[config.mk]
export PLATFORM = sky130hd
export DESIGN_NAME = nau_div
export DESIGN_NICKNAME = d
export VERILOG_FILES = /design/src/rtl/nau_pkg.sv /design/src/rtl/nau_div.sv
export SDC_FILE = /design/constraint.sdc
export NUM_CORES = 2
export LEC_CHECK = 0
export ABC_CLOCK_PERIOD_IN_PS = 4160
export BUFFER_PORTS_ARGS = -buffer_cell sky130_fd_sc_hd__buf_2
export CORE_UTILIZATION = 40
export DETAILED_ROUTE_END_ITERATION = 10
export GPL_TIMING_DRIVEN = 0
export PLACE_DENSITY = 0.65
export SYNTH_ARGS = -nofsm -noshare
export SYNTH_HDL_FRONTEND = slang
export SYNTH_SLANG_ARGS = --single-unit
export TNS_END_PERCENT = 10
[constraint.sdc]
create_clock -name clk -period 4.16 [get_ports clk]
set_clock_uncertainty 0.15 [all_clocks]
set_input_delay 0 -clock clk [delete_from_list [all_inputs] [get_ports clk]]
set_output_delay 0 -clock clk [all_outputs]
set_load 0.01 [all_outputs]
[src/rtl/nau_pkg.sv]
// shared constants, types and codes for the activation unit
package nau_pkg;

  // fixed-point format of value and result
  localparam int FRAC_BITS = 12;

  // divider geometry: quotient bits, dividend and divisor widths
  localparam int QW   = FRAC_BITS + 1;
  localparam int DIVW = 32 + FRAC_BITS;
  localparam int DSRW = 33;

  // register stages: 6 front, 8 squaring, 1 divide setup, QW divide steps
  localparam int NSTG = 15 + QW;

  // output queue holds every word in flight
  localparam int FIFO_DEPTH = 2 ** $clog2(NSTG + 3);
  localparam int FIFO_AW    = $clog2(FIFO_DEPTH);

  typedef logic [2:0]         op_t;
  typedef logic signed [15:0] fx_t;

  localparam op_t OP_LINEAR  = 3'd0;
  localparam op_t OP_SIGMOID = 3'd1;
  localparam op_t OP_RELU    = 3'd2;
  localparam op_t OP_LEAKY   = 3'd3;
  localparam op_t OP_TANH    = 3'd4;

  // per-word data that rides along the arithmetic stages
  typedef struct packed {
    op_t         op;
    logic        neg;
    logic [15:0] mag;
    fx_t         simple;
  } side_t;

endpackage

[src/rtl/nau_div.sv]
// divide setup and pipelined restoring divider, one quotient bit per stage
module nau_div (
  input  logic               clk,
  input  nau_pkg::side_t     side_i,
  input  logic [31:0]        e_i,
  output nau_pkg::side_t     side_o,
  output logic [nau_pkg::QW-1:0] q_o
);
  import nau_pkg::*;

  localparam int          CMPW    = DIVW + 2;
  localparam logic [31:0] Q31_ONE = 32'h8000_0000;

  logic [DIVW-1:0] rem_r  [QW];
  logic [DSRW-1:0] den_r  [QW];
  side_t           side_r [QW+1];
  logic [QW-1:0]   q_r    [1:QW];

  // setup: tanh uses (1-e)/(1+e) rounded, sigmoid uses |x|/(1+|x|)
  logic [31:0]     th_num;
  logic [DSRW-1:0] th_den, sg_den;
  logic [DIVW-1:0] th_dvd, sg_dvd;

  always_comb begin
    th_num = Q31_ONE - e_i;
    th_den = DSRW'(Q31_ONE) + DSRW'(e_i);
    th_dvd = (DIVW'(th_num) << FRAC_BITS) + DIVW'(th_den >> 1);
    sg_dvd = DIVW'(side_i.mag) << FRAC_BITS;
    sg_den = DSRW'(1 << FRAC_BITS) + DSRW'(side_i.mag);
  end

  always_ff @(posedge clk) begin
    side_r[0] <= side_i;
    if (side_i.op == OP_TANH) begin
      rem_r[0] <= th_dvd;
      den_r[0] <= th_den;
    end else begin
      rem_r[0] <= sg_dvd;
      den_r[0] <= sg_den;
    end
  end

  for (genvar j = 1; j <= QW; j++) begin : g_step
    localparam int BIT = QW - j;
    logic [CMPW-1:0] trial;
    logic            borrow;
    logic [QW-1:0]   q_prev;

    if (j == 1) begin : g_first
      assign q_prev = '0;
    end else begin : g_next
      assign q_prev = q_r[j-1];
    end

    assign trial  = CMPW'(rem_r[j-1]) - (CMPW'(den_r[j-1]) << BIT);
    assign borrow = trial[CMPW-1];

    always_ff @(posedge clk) begin
      side_r[j] <= side_r[j-1];
      q_r[j]    <= {q_prev[QW-2:0], ~borrow};
    end

    if (j < QW) begin : g_rem
      always_ff @(posedge clk) begin
        rem_r[j] <= borrow ? rem_r[j-1] : trial[DIVW-1:0];
        den_r[j] <= den_r[j-1];
      end
    end
  end

  assign side_o = side_r[QW];
  assign q_o    = q_r[QW];

endmodule

==> flow_summary.json <==
{
  "row_count": 144,
  "whs_endpoint": "den_r[0][27]$_SDFF_PN0_",
  "cts-root-buf": "clkbuf_16",
  "synth_edf_count": 0,
  "p_per_area_nw_per_um2": 806,
  "dp_hpwl_mm": 100,
  "gr-total-overflow": 0,
  "setup_ws_ns": 0.137,
  "slew_violations": 0,
  "fin_nets": 7261,
  "dpl_cell_area_um2": 65300,
  "nFillCells": 14400,
  "gp_congestion": 0.864,
  "startpoint_type": "flop",
  "critPathMaxFanout": 10,
  "tns_ns": 0,
  "critPathCaptureType": "flop",
  "fin_hold_ws_ns": 0.0863,
  "hold_viol": 0,
  "ys_warn_count": 0,
  "fp.dieH_um": 396,
  "synth.distinct_cells": 87,
  "slew_headroom_pct": 31.7,
  "worstMarginPinSlew_ns": 1.02,
  "ys_seq_area_share_pct": 51.4,
  "track_usage_pct": 16.6,
  "netlist_area_um2": 62100,
  "drtIter0Drc": 1955,
  "rr_endpoint": "rem_r[0][163]$_DFF_P_",
  "ir_drop_v": 0.000476,
  "setup_viol": 0,
  "grt_max_degree": 19,
  "hp-start": "e_i[27]",
  "final.min_clock_period_ns": 4.02,
  "worst_hold_path_type": "input port to flop",
  "tritoncts": "built",
  "regArea_um2": 32000,
  "yosys.area.top_type": "dfxtp_1",
  "status": "completed",
  "async_flop_share_pct": 0,
  "via_per_inst": 4.86,
  "timing.rr.start": "den_r[0][79]$_DFF_P_",
  "p_leak_nw": 31.3,
  "rr_worst_depth": 13,
  "synth_cells": 6278,
  "syn_area_per_cell_um2": 9.90,
  "ys_ff_latch": 1596,
  "cts.path.max_buffers": 3,
  "min_period_over_period_pct": 96.7,
  "drt-pass1-iter-count": 6,
  "clk_latency_ns": 0.85,
  "numPortBuffers": 117,
  "cts.sinks": 1596,
  "clkTransAtPathRegs_ns": 0.06,
  "grt_pass1_vias": 43600,
  "postLayoutCoreUtil_pct": 47.5,
  "multi_input_area_um2": 27700,
  "cp.required_ns": 4.68,
  "grt_pass1_wl_mm": 213,
  "ioPinCount": 118,
  "areaGrowthSynthToFinish_pct": 17.9,
  "antenna_found_initial": 2,
  "critPathKind": "flop to flop",
  "fmax_mhz": 249,
  "synthFlopType": "dfxtp_1",
  "die_x_um": 396,
  "core_area_um2": 154000,
  "postRouteAntennaNets": 0,
  "start_util_pct": 40.3,
  "synth_nets": 6810,
  "htree_num_levels": 4,
  "cp_data_arrival_time_ns": 4.54,
  "wire_per_inst_um": 14.8,
  "final_cell_area_um2": 73300,
  "synthTopCellsByArea": "dfxtp_1 51%, ha_1 9.1%, a21oi_1 4.2%",
  "drcViolationCount": 0,
  "dp_slack_ns": -1.37,
  "drive_above_1_share_pct": 9.90,
  "cts_buffers": 165,
  "rsz0062_at_grt": "true",
  "hold-path-cell-count": 4,
  "wl_mm": 132,
  "reg2reg_setup_slack_ns": 0.14,
  "antenna_cells": 0,
  "dieArea_um2": 157000,
  "num_vias": 43200,
  "synth_top_area_share_pct": 51.4,
  "maxCapViolCount": 0
}
-- per-layer routing --
layer	global-route usage [%]	up-vias	wire length, um
met4	10.1	0	7550
met1	18.2	19600	54900
met3	2.91	366	4670
met5	0	-	0
met2	29.8	871	64900
li1	-	22400	-
-- Yosys cell counts, types with 14 or more instances --
cell      instances
and4_1           14
a21oi_1         521
dfxtp_1        1596
o211ai_1         26
nand2b_1         81
a211oi_1         37
a31oi_1          36
o31ai_1          39
o21a_1           90
nand3_1         101
o21bai_1         44
a21o_1          213
clkbuf_1        116
o31a_1           17
xnor2_1         240
xor2_1          182
nand3b_1         15
nor2b_1          78
inv_1           522
nor4_1           23
nand4_1          42
or3_1            26
o21ai_0         368
ha_1            450
and3_1           78
mux2_2          105
and2_1           24
buf_4            36
nand2_1         420
nor2_1          380
nor3_1           82
buf_1            17
a21boi_0         17
-- how the worst max path moves through the flow --
stage | start | end | cells past startpoint
finish | den_r[0][79]$_DFF_P_ | rem_r[0][163]$_DFF_P_ | 13
global route | den_r[0][100]$_DFF_P_ | rem_r[0][201]$_DFF_P_ | 14
CTS | den_r[0][166]$_DFF_P_ | rem_r[0][293]$_DFF_P_ | 13
detailed placement | den_r[1][34]$_DFF_P_ | rem_r[1][100]$_DFF_P_ | 14
global placement | den_r[1][34]$_DFF_P_ | rem_r[1][99]$_DFF_P_ | 14
floorplan | den_r[0][232]$_DFF_P_ | rem_r[1][10]$_DFF_P_ | 14
-- worst max-delay path: stages, from the launching register on --
cell	delay, ns
dfxtp_1	0.34
inv_1	0.05
ha_1	0.37
a211oi_2	0.27
nand2_1	0.08
or4_1	0.46
o21a_1	0.25
a41oi_1	0.26
o21ai_1	0.16
a211o_1	0.37
a221o_2	0.48
clkbuf_8	0.24
clkbuf_2	0.21
a21oi_1	0.17
-- final cells by class --
type                    count  area share [%]
multi-input cells        3981            37.8
well taps                2044            3.49
repair buffers            288            3.09
flip-flops and latches   1596            43.6
plain buffers             174            1.25
clock inverters            83            1.87
inverters                 523            2.68
clock buffers             217            6.24
-- power breakdown --
| group | internal, mW | switching [mW] | total, mW |
|---|---|---|---|
| Combinational | 10.6 | 12.8 | 23.3 |
| Sequential | 18.6 | 1.74 | 20.3 |
| Clock | 9.15 | 6.20 | 15.3 |
-- cell usage in the layout, fill, tap and decap left out, types with 81 or more instances in the layout --
master and count:
o21a_1 90, clkbuf_16 167, a21oi_1 519, buf_2 133, nand2b_1 81, clkbuf_1 110, mux2_2 105, nor2_1 380
xor2_1 182, nand2_1 420, nand3_1 99, xnor2_1 240, a21o_1 212, dfxtp_1 1595, dlygate4sd3_1 156, o21ai_0 358
ha_1 449, inv_1 521
-- per-stage QoR --
step / instances / total power [mW]
2_1_floorplan: 6278 / 38.1
6_report: 8906 / 59.0
4_1_cts: 8897 / 59.3
3_5_place_dp: 8439 / 43.2
5_1_grt: 8906 / 63.4
3_3_place_gp: 8439 / 42.9
-- cells by family after synthesis --
logic type	Yosys count	share of synthesized area (%)
and+or+nand+nor	1427	11.1
muxes	116	2.08
DFF	1596	51.4
buffers and inverters	701	4.48
xor gates and xnor gates	422	5.95
AOI/OAI and AO/OA	1553	15.5
adders and majority gates	463	9.48
-- what timing repair did --
action	CTS	global route
pin swaps	5	11
endpoints found under the hold margin	113	0
buffers inserted	5	9
gates resized for setup	76	47
hold buffers	157	0
setup endpoints to repair	375	301
-- state kept, by name (all words and copies together) (netlist names) --
register  cells
side_r      504
den_r       429
q_r          91
rem_r       572
(Power assumes the default switching activity.)
