$ cat src/rtl/nau_pkg.sv
// shared constants, types and codes for the activation unit
package nau_pkg;

  // fixed-point format of value and result
  localparam int FRAC_BITS = 12;

  // divider geometry: quotient bits, dividend and divisor widths
  localparam int QW   = FRAC_BITS + 1;
  localparam int DIVW = 32 + FRAC_BITS;
  localparam int DSRW = 33;

  // register stages: 6 front, 8 squaring, 1 divide setup, QW divide steps
  localparam int NSTG = 15 + QW;

  // output queue holds every word in flight
  localparam int FIFO_DEPTH = 2 ** $clog2(NSTG + 3);
  localparam int FIFO_AW    = $clog2(FIFO_DEPTH);

  typedef logic [2:0]         op_t;
  typedef logic signed [15:0] fx_t;

  localparam op_t OP_LINEAR  = 3'd0;
  localparam op_t OP_SIGMOID = 3'd1;
  localparam op_t OP_RELU    = 3'd2;
  localparam op_t OP_LEAKY   = 3'd3;
  localparam op_t OP_TANH    = 3'd4;

  // per-word data that rides along the arithmetic stages
  typedef struct packed {
    op_t         op;
    logic        neg;
    logic [15:0] mag;
    fx_t         simple;
  } side_t;

endpackage

$ cat src/rtl/nau_if.sv


interface nau_out_if;
  import nau_pkg::*;
  logic valid;
  logic ready;
  fx_t  result;
  modport source (output valid, output result, input ready);
  modport sink   (input valid, input result, output ready);
endinterface

$ cat src/rtl/nau_ofifo.sv
// result queue with registered read and credit count for input flow control
module nau_ofifo (
  input  logic             clk,
  input  logic             rst_n,
  input  logic             acc_i,
  input  logic             wr_en_i,
  input  nau_pkg::fx_t     wr_data_i,
  output logic             in_ready_o,
  nau_out_if.source        out_word
);
  import nau_pkg::*;

  fx_t                mem [FIFO_DEPTH];
  logic [FIFO_AW-1:0] wr_ptr_r, rd_ptr_r;
  logic [FIFO_AW:0]   fill_r, fill_nxt;
  logic [FIFO_AW:0]   credit_r, credit_nxt;
  logic               ov_r;
  fx_t                od_r;
  logic               load, deliver;

  assign deliver = ov_r && out_word.ready;
  assign load    = (fill_r != '0) && (!ov_r || out_word.ready);

  always_comb begin
    fill_nxt   = fill_r + (FIFO_AW+1)'(wr_en_i) - (FIFO_AW+1)'(load);
    credit_nxt = credit_r + (FIFO_AW+1)'(acc_i) - (FIFO_AW+1)'(deliver);
  end

  always_ff @(posedge clk) begin
    if (wr_en_i) begin
      mem[wr_ptr_r] <= wr_data_i;
    end
    if (load) begin
      od_r <= mem[rd_ptr_r];
    end
  end

  always_ff @(posedge clk) begin
    if (!rst_n) begin
      wr_ptr_r <= '0;
      rd_ptr_r <= '0;
      fill_r   <= '0;
      credit_r <= '0;
      ov_r     <= 1'b0;
    end else begin
      if (wr_en_i) wr_ptr_r <= wr_ptr_r + 1'b1;
      if (load)    rd_ptr_r <= rd_ptr_r + 1'b1;
      fill_r   <= fill_nxt;
      credit_r <= credit_nxt;
      if (load) begin
        ov_r <= 1'b1;
      end else if (out_word.ready) begin
        ov_r <= 1'b0;
      end
    end
  end

  // full window means every queue slot is spoken for
  assign in_ready_o      = ~credit_r[FIFO_AW];
  assign out_word.valid  = ov_r;
  assign out_word.result = od_r;

endmodule

$ cat src/flat_wrapper.sv
// flat-port wrapper written by rule: the top's interface ports become plain ports
module nau_ofifo_flat import nau_pkg::*;
  (clk, rst_n, acc_i, wr_en_i, wr_data_i, in_ready_o, out_word_valid, out_word_result, out_word_ready);
  nau_out_if out_word_i ();
  input  logic clk;
  input  logic rst_n;
  input  logic acc_i;
  input  logic wr_en_i;
  input  nau_pkg::fx_t wr_data_i;
  output logic in_ready_o;
  output wire logic [$bits(out_word_i.valid)-1:0] out_word_valid;
  output wire logic [$bits(out_word_i.result)-1:0] out_word_result;
  input wire logic [$bits(out_word_i.ready)-1:0] out_word_ready;
  assign out_word_valid = out_word_i.valid;
  assign out_word_result = out_word_i.result;
  assign out_word_i.ready = out_word_ready;
  nau_ofifo u_core (.clk(clk), .rst_n(rst_n), .acc_i(acc_i), .wr_en_i(wr_en_i), .wr_data_i(wr_data_i), .in_ready_o(in_ready_o), .out_word(out_word_i));
endmodule
$ cat config.mk
export PLATFORM = sky130hd
export DESIGN_NAME = nau_ofifo_flat
export DESIGN_NICKNAME = d
export VERILOG_FILES = /design/src/rtl/nau_pkg.sv /design/src/rtl/nau_if.sv /design/src/rtl/nau_ofifo.sv /design/src/flat_wrapper.sv
export SDC_FILE = /design/constraint.sdc
export NUM_CORES = 1
export LEC_CHECK = 0
export BUFFER_PORTS_ARGS = -buffer_cell sky130_fd_sc_hd__buf_4
export CAP_MARGIN = 0
export CORE_UTILIZATION = 60
export DETAILED_ROUTE_END_ITERATION = 8
export PLACE_DENSITY = 0.85
export SLEW_MARGIN = 20
export SYNTH_ARGS = -nofsm -noshare
export SYNTH_HDL_FRONTEND = slang
export SYNTH_SLANG_ARGS = --single-unit
export TNS_END_PERCENT = 50
$ cat constraint.sdc
create_clock -name clk -period 4.59 [get_ports clk]
set_input_delay 0 -clock clk [delete_from_list [all_inputs] [get_ports clk]]
set_output_delay 0 -clock clk [all_outputs]
set_load 0.05 [all_outputs]
==> flow_summary.ini <==
[global_route]
grt_usage = 0.296
overflow = 0
grt_max_degree = 45
antenna_found_initial = 0
grt_pass1_vias = 11430
grt_pass1_wl_um = 76300

[pwr]
fin_total_pwr_mw = 13.4
ir_worst_vdd_mv = 0.391
seq_power_share = 0.449
comb_power_share = 0.232
power.switching_mw = 3.86
switching_share = 0.288
p_int_mw = 9.54
p_per_area_mw_per_mm2 = 550
pwr-share-clk = 0.319
p_leak_nw = 7.82

[critical_path]
rr_startpoint = u_core.rd_ptr_r[0]
path_max_fanout = 44
rrSetupSlack_ns = 1.35
worstSetupEndpointType = flop
critPathKind = flop to flop
r2r_cells = 5
cp_slowest_cell = dfxtp_4
worstPathArrival_ns = 3.52
critPathLaunchType = flop
worst_path_largest_cell_delay_ns = 0.95
critical-path-top-delay-family = compound AO/OA/AOI/OAI gates
reg2reg_to = u_core.out_word.result[15]
cp_data_required_time_ns = 4.87
crit_cells = 5
cp_num_buf_inv = 1
cp_cell_sequence = buf_4 -> mux2i_1 -> o22ai_1 -> a2111oi_0 -> a21oi_1

[logic_synthesis]
yosysTopAreaCellShare = 0.736
synth_edf_count = 528
synth_seq_cells = 551
syn_area_mm2 = 0.0215
ys_types = 53
ys_warn_count = 0
async_flop_share = 0
synth_top_area_cell = edfxtp_1
avgSynthCellArea_um2 = 20.4
postSynthCellCount = 1055
synth_seq_area_share = 0.757
synthFlopType = edfxtp_1
netlist_top_cells_area = edfxtp_1 (74%), mux4_2 (8.2%), mux2i_1 (3.1%)
syn_nets = 1097

[placed_design]
routabilityCongestion = 0.778
place_inst = 1542
dp_hpwl_um = 26600
io_buffers = 38

[finish]
multi_input_area_mm2 = 0.00482
stdcell_count = 1661
nets = 1199
layout_common_cells = edfxtp_1 (528), buf_4 (83), mux4_2 (78), mux2i_1 (66), clkbuf_16 (52)
fin_util = 0.687
area_growth_pct = 13.1
drive_gt1_frac = 0.227
final_common_cell = edfxtp_1
final-seq-area_mm2 = 0.0163
fill_cells = 1968
n_antenna_cell = 0

[drt]
drt_first_pass_iters = 5
ant_nets = 0
drc = 0
vias = 11404
wl_per_cell_um = 31.0
drt_iter0_drc = 1446
wirelength_um = 51600
vias_per_cell = 6.87

[clock_tree]
clkTransAtPathRegs_ns = 0.06
cts_max_path_buffers = 3
cts-buffers-inserted = 52
ctsResizeCount = 0
cts_sinks = 551
cts_tree = yes
clock_latency_ns = 0.58
htree_levels = 2
cts-root-buf = clkbuf_16

[sta]
fmax_mhz = 309
setup_viol = 0
hold_viol_final = 0
slew_violations = 0
worst_pin_slew_ns = 1.07
skew_ns = 0.0246
hold_ws_ns = 0.299
min_period_ns = 3.24
max-slew-margin-rel = 0.268
setup_tns_ns = 0
finalCritPeriodShare = 0.705
rsz0062_at_grt = false

[die]
die_h_um = 192
core-area_mm2 = 0.0355
ios = 39
start_util = 0.607
rows = 69
die-area_mm2 = 0.0367
die_w_um = 192

[outcome]
status = completed

[flow_run]
cap_violations = 0

[hold_path]
hold_path.class = input pin to flop
min-delay-start = rst_n
min_path_cells = 3
min_to = u_core.credit_r[1]
## cell type report
class	instances	area share
clock buffer	63	0.0555
sequential	551	0.670
multi-input combinational	422	0.198
timing repair buffer	106	0.0358
tap	461	0.0237
inverter	24	0.00370
clock inverter	34	0.0135
## kinds of logic (layout without fill, tap and decap cells)
group,count (synthesis),in the layout,synth area share
AO/OA/AOI/OAI,128,128,0.0457
XOR/XNOR,14,14,0.00569
adder cells (fa/ha/maj),21,21,0.0129
buffers and inverters,82,227,0.0230
flip-flops,551,551,0.757
multiplexers,162,162,0.134
AND/OR/NAND/NOR,97,97,0.0214
## how the worst max path moves through the flow
| stage | to | from | slack (ns) |
|---|---|---|---|
| after floorplan | u_core.fill_r[4] | u_core.out_word.valid | 1.41 |
| after global placement | u_core.fill_r[4] | u_core.fill_r[4] | 1.42 |
| after detailed placement | u_core.fill_r[4] | u_core.fill_r[4] | 1.20 |
| after CTS | u_core.fill_r[4] | u_core.fill_r[4] | 1.09 |
| after global routing | u_core.fill_r[4] | u_core.fill_r[4] | 1.19 |
| final | u_core.out_word.result[15] | u_core.rd_ptr_r[0] | 1.35 |
## routing by layer
metal	share of wire	vias up	track usage
met5	0	-	0
met4	0.052	0	0.132
met3	0.098	157	0.0468
met2	0.49	882	0.476
met1	0.36	5796	0.404
li1	-	4569	-
## timing repair
item,in CTS,in global routing
hold endpoints to repair,522,0
buffers inserted,0,0
hold buffers,21,0
## per-stage QoR
step,worst slack (ns),cell area (um^2)
final,1.35,24400
after detailed placement,1.20,22500
after CTS,1.09,24300
after global routing,1.19,24400
after global placement,1.42,22500
after floorplan,1.41,21500
## flip-flops by register name, indices dropped and copies added, names as in the netlist
register                cells
u_core.out_word.result     16
u_core.mem                512
u_core.fill_r               6
u_core.wr_ptr_r             5
u_core.credit_r             6
u_core.out_word.valid       1
u_core.rd_ptr_r             5
## synth_stat cells, drive strengths merged, types with 2 or more instances
cell type / count
edfxtp: 528
mux4: 96
mux2i: 66
nor2: 40
a21oi: 36
buf: 34
inv: 24
dfxtp: 23
ha: 19
a22o: 16
a22oi: 16
clkbuf: 16
o221ai: 16
a2111oi: 15
nor3: 15
o22ai: 15
nand2: 11
xnor2: 10
nand3: 7
and2: 4
dlymetal6s2s: 4
nand2b: 4
nor2b: 4
xor2: 4
a21o: 3
nand4: 3
a211oi: 2
a31oi: 2
dlygate4sd1: 2
fa: 2
nor4: 2
o21ai: 2
or2: 2
## worst min-delay path, cell delays in order
cell           delay (ns)
dlygate4sd3_1        0.53
buf_4                0.18
and2_1               0.14
## power groups by stage
stage	combinational, mW	sequential (mW)	clock, mW
4_1_cts	3.07	6.02	4.29
2_1_floorplan	2.15	6.16	0
3_5_place_dp	2.96	6.12	0
5_1_grt	3.28	6.04	4.47
6_report	3.11	6.01	4.28
3_3_place_gp	2.86	6.12	0
No activity file was read; power rests on OpenSTA's default activity.
