$ cat config.mk
export PLATFORM = sky130hd
export DESIGN_NAME = nau_front
export DESIGN_NICKNAME = d
export VERILOG_FILES = /design/src/rtl/nau_pkg.sv /design/src/rtl/nau_front.sv
export SDC_FILE = /design/constraint.sdc
export NUM_CORES = 2
export LEC_CHECK = 0
export BUFFER_PORTS_ARGS = -buffer_cell sky130_fd_sc_hd__buf_2
export CAP_MARGIN = 20
export CORE_MARGIN = 1
export CORE_UTILIZATION = 60
export CTS_CLUSTER_DIAMETER = 40
export DETAILED_ROUTE_END_ITERATION = 10
export GPL_TIMING_DRIVEN = 0
export PLACE_DENSITY_LB_ADDON = 0.05
export SLEW_MARGIN = 20
export SYNTH_ARGS = -nofsm -noshare
export SYNTH_HDL_FRONTEND = slang
export SYNTH_SLANG_ARGS = --single-unit
$ cat constraint.sdc
create_clock -name clk -period 15.6 [get_ports clk]
set_input_delay 0.78 -clock clk [delete_from_list [all_inputs] [get_ports clk]]
set_output_delay 0.78 -clock clk [all_outputs]
set_load 0.01 [all_outputs]
$ cat src/rtl/nau_pkg.sv
// shared constants, types and codes for the activation unit
package nau_pkg;

  // fixed-point format of value and result
  localparam int FRAC_BITS = 12;

  // divider geometry: quotient bits, dividend and divisor widths
  localparam int QW   = FRAC_BITS + 1;
  localparam int DIVW = 32 + FRAC_BITS;
  localparam int DSRW = 33;

  // register stages: 6 front, 8 squaring, 1 divide setup, QW divide steps
  localparam int NSTG = 15 + QW;

  // output queue holds every word in flight
  localparam int FIFO_DEPTH = 2 ** $clog2(NSTG + 3);
  localparam int FIFO_AW    = $clog2(FIFO_DEPTH);

  typedef logic [2:0]         op_t;
  typedef logic signed [15:0] fx_t;

  localparam op_t OP_LINEAR  = 3'd0;
  localparam op_t OP_SIGMOID = 3'd1;
  localparam op_t OP_RELU    = 3'd2;
  localparam op_t OP_LEAKY   = 3'd3;
  localparam op_t OP_TANH    = 3'd4;

  // per-word data that rides along the arithmetic stages
  typedef struct packed {
    op_t         op;
    logic        neg;
    logic [15:0] mag;
    fx_t         simple;
  } side_t;

endpackage

$ cat src/rtl/nau_front.sv
// decode, simple activations and exp(-2|x|/256) series in q31
module nau_front (
  input  logic            clk,
  input  nau_pkg::op_t    op_i,
  input  nau_pkg::fx_t    value_i,
  output nau_pkg::side_t  side_o,
  output logic [31:0]     e0_o
);
  import nau_pkg::*;

  localparam int          T_SHIFT    = 24 - FRAC_BITS;
  localparam logic [19:0] EZ_LIM     = 20'(1 << (FRAC_BITS + 3));
  localparam logic [19:0] M6         = 20'((2 ** 22 + 5) / 6);
  localparam logic [15:0] M24        = 16'((2 ** 20 + 23) / 24);
  localparam logic [32:0] Q31_ONE    = 33'd2147483648;
  localparam logic signed [25:0] LEAK_MUL = 26'sd410;
  localparam int          LEAK_SHIFT = 12;

  // stage 0: decode
  side_t        side0_r, side0_nxt;
  logic         ez0_r, ez0_nxt;
  logic [26:0]  t0_r, t0_nxt;
  logic signed [25:0] lk_prod, lk_sh;

  always_comb begin
    side0_nxt.op  = op_i;
    side0_nxt.neg = value_i[15];
    side0_nxt.mag = value_i[15] ? 16'(~value_i + 16'd1) : 16'(value_i);
    lk_prod = 26'(value_i) * LEAK_MUL;
    lk_sh   = lk_prod >>> LEAK_SHIFT;
    case (op_i)
      OP_LINEAR: side0_nxt.simple = value_i;
      OP_RELU:   side0_nxt.simple = value_i[15] ? '0 : value_i;
      OP_LEAKY:  side0_nxt.simple = value_i[15] ? fx_t'(lk_sh[15:0]) : value_i;
      default:   side0_nxt.simple = value_i;
    endcase
    ez0_nxt = ({4'b0, side0_nxt.mag} >= EZ_LIM);
    t0_nxt  = 27'({16'b0, side0_nxt.mag} << T_SHIFT);
  end

  always_ff @(posedge clk) begin
    side0_r <= side0_nxt;
    ez0_r   <= ez0_nxt;
    t0_r    <= t0_nxt;
  end

  // stage 1: t^2
  side_t       side1_r;
  logic        ez1_r;
  logic [26:0] t1_r;
  logic [22:0] p2_1_r;
  logic [53:0] sq_t;

  assign sq_t = 54'(t0_r) * 54'(t0_r);

  always_ff @(posedge clk) begin
    side1_r <= side0_r;
    ez1_r   <= ez0_r;
    t1_r    <= t0_r;
    p2_1_r  <= sq_t[53:31];
  end

  // stage 2: t^3
  side_t       side2_r;
  logic        ez2_r;
  logic [26:0] t2_r;
  logic [22:0] p2_2_r;
  logic [18:0] p3_2_r;
  logic [49:0] cu_t;

  assign cu_t = 50'(p2_1_r) * 50'(t1_r);

  always_ff @(posedge clk) begin
    side2_r <= side1_r;
    ez2_r   <= ez1_r;
    t2_r    <= t1_r;
    p2_2_r  <= p2_1_r;
    p3_2_r  <= cu_t[49:31];
  end

  // stage 3: t^4 and t^3/6 by reciprocal
  side_t       side3_r;
  logic        ez3_r;
  logic [26:0] t3_r;
  logic [22:0] p2_3_r;
  logic [14:0] p4_3_r;
  logic [16:0] d6_3_r;
  logic [45:0] qd_t;
  logic [38:0] d6_prod;

  assign qd_t    = 46'(p3_2_r) * 46'(t2_r);
  assign d6_prod = 39'(p3_2_r) * 39'(M6);

  always_ff @(posedge clk) begin
    side3_r <= side2_r;
    ez3_r   <= ez2_r;
    t3_r    <= t2_r;
    p2_3_r  <= p2_2_r;
    p4_3_r  <= qd_t[45:31];
    d6_3_r  <= d6_prod[38:22];
  end

  // stage 4: t^4/24 and partial sum
  side_t       side4_r;
  logic        ez4_r;
  logic [31:0] a4_r;
  logic [10:0] d24_4_r;
  logic [30:0] d24_prod;
  logic [32:0] a_nxt;

  assign d24_prod = 31'(p4_3_r) * 31'(M24);
  assign a_nxt    = Q31_ONE - 33'(t3_r) + 33'(p2_3_r >> 1) - 33'(d6_3_r);

  always_ff @(posedge clk) begin
    side4_r <= side3_r;
    ez4_r   <= ez3_r;
    a4_r    <= a_nxt[31:0];
    d24_4_r <= d24_prod[30:20];
  end

  // stage 5: series result, forced to zero for large inputs
  side_t       side5_r;
  logic [31:0] e5_r;

  always_ff @(posedge clk) begin
    side5_r <= side4_r;
    e5_r    <= ez4_r ? '0 : a4_r + 32'(d24_4_r);
  end

  assign side_o = side5_r;
  assign e0_o   = e5_r;

endmodule

==> metrics.txt <==
status=complete, no violations; initial antenna violation count=3; Die Ht=283 µm; I/O Buffers=87; TritonCTS clock tree=yes; CTS clk-pin slew, worst paths=60 ps; adder-cell share of the synthesized area=52.6%; core area=0.0778 mm²; post-CTS resize count=0; Area Growth Syn to Fin=8.21%; drt initial violations=1699; largest net degree at the start of global routing=19; final slew viol count=0; WL final=112000 µm; total setup buffers inserted after CTS=0; Final GP Congestion=0.938; Crit Path Category=register to register; Filler cells=6385; Synth area leader=fa_1; Synth Flop Type=dfxtp_1; fin crit share=48.9%; Final Skew=58.8 ps; DRC=0; Crit Path Max Fanout=10; WL/cell=18.5 µm; RSZ-0062 raised after global routing=false; Hold Buf Count CTS=0; Post-synth ARST share=0%; mux cell area share after synthesis=0.303%; post-synthesis cell count=4823; Period minus WS final=7630 ps; Die W=283 µm; proportion of netlist area held by the largest area contributor=35.2%; CP Data Arrival Time=8130 ps; antenna viol nets, final=0; Detailed Routing Iterations Pass 1=5; global route total overflow=0; CP Launch Type=register; top-count cell post-synth=inv_1; Required @ worst endpoint=16090 ps; Post-Syn Nets=6338; fmax=131 MHz; Finish-stage setup viols=0; Clock Latency Late Sink=670 ps; DP Wirelength=93300 µm; post-layout worst setup margin=7970 ps; actual slew at the worst max-slew pin=965 ps; largest cells by area after synthesis=fa_1, dfxtp_1, ha_1; std cell rows=102; sequential share of the synthesized area=17.5%; Sequential cell area=0.00829 mm²; pre-CTS WS=7980 ps; Synth cell types=66; Hold Fails Final Rpt=0; M1 GR Usage=38.2%; Layout Cells excl Fill=6064; vias in the first global route=34488; I/O pin total=88; XOR/XNOR share of the synthesized area=2.86%; deepest clock path buffer count=3; Hold Path Origin=op_i[2]; drt via density=5.32; CP startpoint=side0_r[26]; initial core utilization=60.9%; Syn Area/Cell=9.84 µm²; crit end category=register; Placed Instances=5950; Largest delay share family, worst path=adder cells; die area=0.0802 mm²; CP most frequent cell=fa_1; Commonest cells post-synth=inv_1, fa_1, ha_1, nand2_1, dfxtp_1; met2 Use GR=49.5%; worst path cell trace=clkbuf_1 -> nand2_1 -> fa_1 -> inv_1 -> fa_1 -> fa_1 -> inv_1 -> fa_1 -> inv_1 -> fa_1 -> fa_1 -> ha_1 -> nand2_1 -> nor2_1 -> nand3_1 -> a21oi_1 -> o21ai_0 -> o211a_1 -> o311ai_1 -> a31oi_1 -> a311o_1; via count=32256; layout cell share with drive strength beyond 1=4.34%; Relative slew margins=34.6%; combinational family with the most area after synthesis=adder cells; post-synthesis compound-gate area fraction=5.16%; worst stage delay on the critical path=850 ps; Min-Delay Path Class=input pin to register; M3 GR Usage=4.41%; number of synthesized flops with an enable pin=0; first-pass GRT wire length=183000 µm; gr busiest metal=met2; Synth Area in Simple Gates=11.8%; # nets final=6488; Crit-path slowest cell=o311ai_1; CTS Buf Count=61; register bit count reported by yosys=414; clk root buf=clkbuf_16; clk sinks=414; max cap viols=0; Yosys warning count=0; cell area after synthesis=0.0474 mm²; total track usage=29.2%; setup TNS=0 ps; multi-input combinational cell area=0.0345 mm²; CP Buf/Inv Count=4; worst reg2reg startpoint=side0_r[26]; H-tree lvl count=2
path summary, 6_finish.rpt:
kind,slack (ps),cells past startpoint,to
min,280,1,side0_r[35]
min reg2reg,280,0,p2_3_r[14]
max,7970,21,p2_1_r[22]
max reg2reg,7970,21,p2_1_r[22]
cell usage in the layout (no fill, tap or decap), types with 13 or more instances in the layout:
master | netlist | routed
nor2_1 | 118 | 118
nand2b_1 | 18 | 18
and3_1 | 29 | 29
buf_2 | 0 | 87
o21ai_0 | 67 | 67
nor2b_1 | 31 | 31
nor3_1 | 30 | 30
inv_1 | 1116 | 1116
a21o_1 | 53 | 53
dfxtp_1 | 414 | 414
nand2_1 | 464 | 464
nand4_1 | 26 | 26
ha_1 | 660 | 660
clkbuf_1 | 119 | 124
nand3_1 | 35 | 35
a21oi_1 | 125 | 125
and2_1 | 342 | 342
fa_1 | 835 | 835
xnor2_1 | 98 | 98
o21a_1 | 16 | 16
a22o_1 | 13 | 13
xor2_1 | 57 | 57
clkbuf_16 | 0 | 61
state kept, by name, indices dropped and copies added (netlist names), 19 cells and up:
register	flops
e0_o	32
side2_r	36
p2_1_r	23
side3_r	36
p2_2_r	22
side_o	36
side0_r	36
p2_3_r	22
p3_2_r	19
a4_r	32
side1_r	36
side4_r	36
kinds of logic (layout without fill, tap and decap cells):
group,Yosys count,after routing
compound gates,376,376
simple gates,1131,1131
other cells,0,1
buf+inv,1239,1439
mux,13,13
xor+xnor,155,155
fa+ha+maj,1495,1495
flops,414,414
cell type report:
| cell class | instances | share of cell area, % |
|---|---|---|
| buffer | 123 | 0.899 |
| timing repair buffer | 87 | 0.848 |
| clock buffer | 70 | 3.12 |
| antenna | 1 | 0.00488 |
| sequential | 414 | 16.1 |
| clock inverter | 43 | 1.08 |
| inverter | 1116 | 8.16 |
| tap | 1040 | 2.54 |
| multi-input combinational | 3170 | 67.2 |
stage by stage:
stage	area [µm²]	hold WS [ps]	util (%)
after global routing	51300	258	65.9
after CTS	51300	250	65.9
after global placement	49200	310	63.2
after detailed placement	49200	312	63.2
after floorplan	47400	310	-
final	51300	276	65.9
routing by layer:
metal	routed length (µm)	part of all wire (%)
met5	0	0
met4	4240	3.8
met3	7290	6.5
met2	54100	48
met1	46500	41
Power is left out: the tool's default activity adds up to more than one toggle a clock period on the data nets, which glitch-free logic cannot reach.
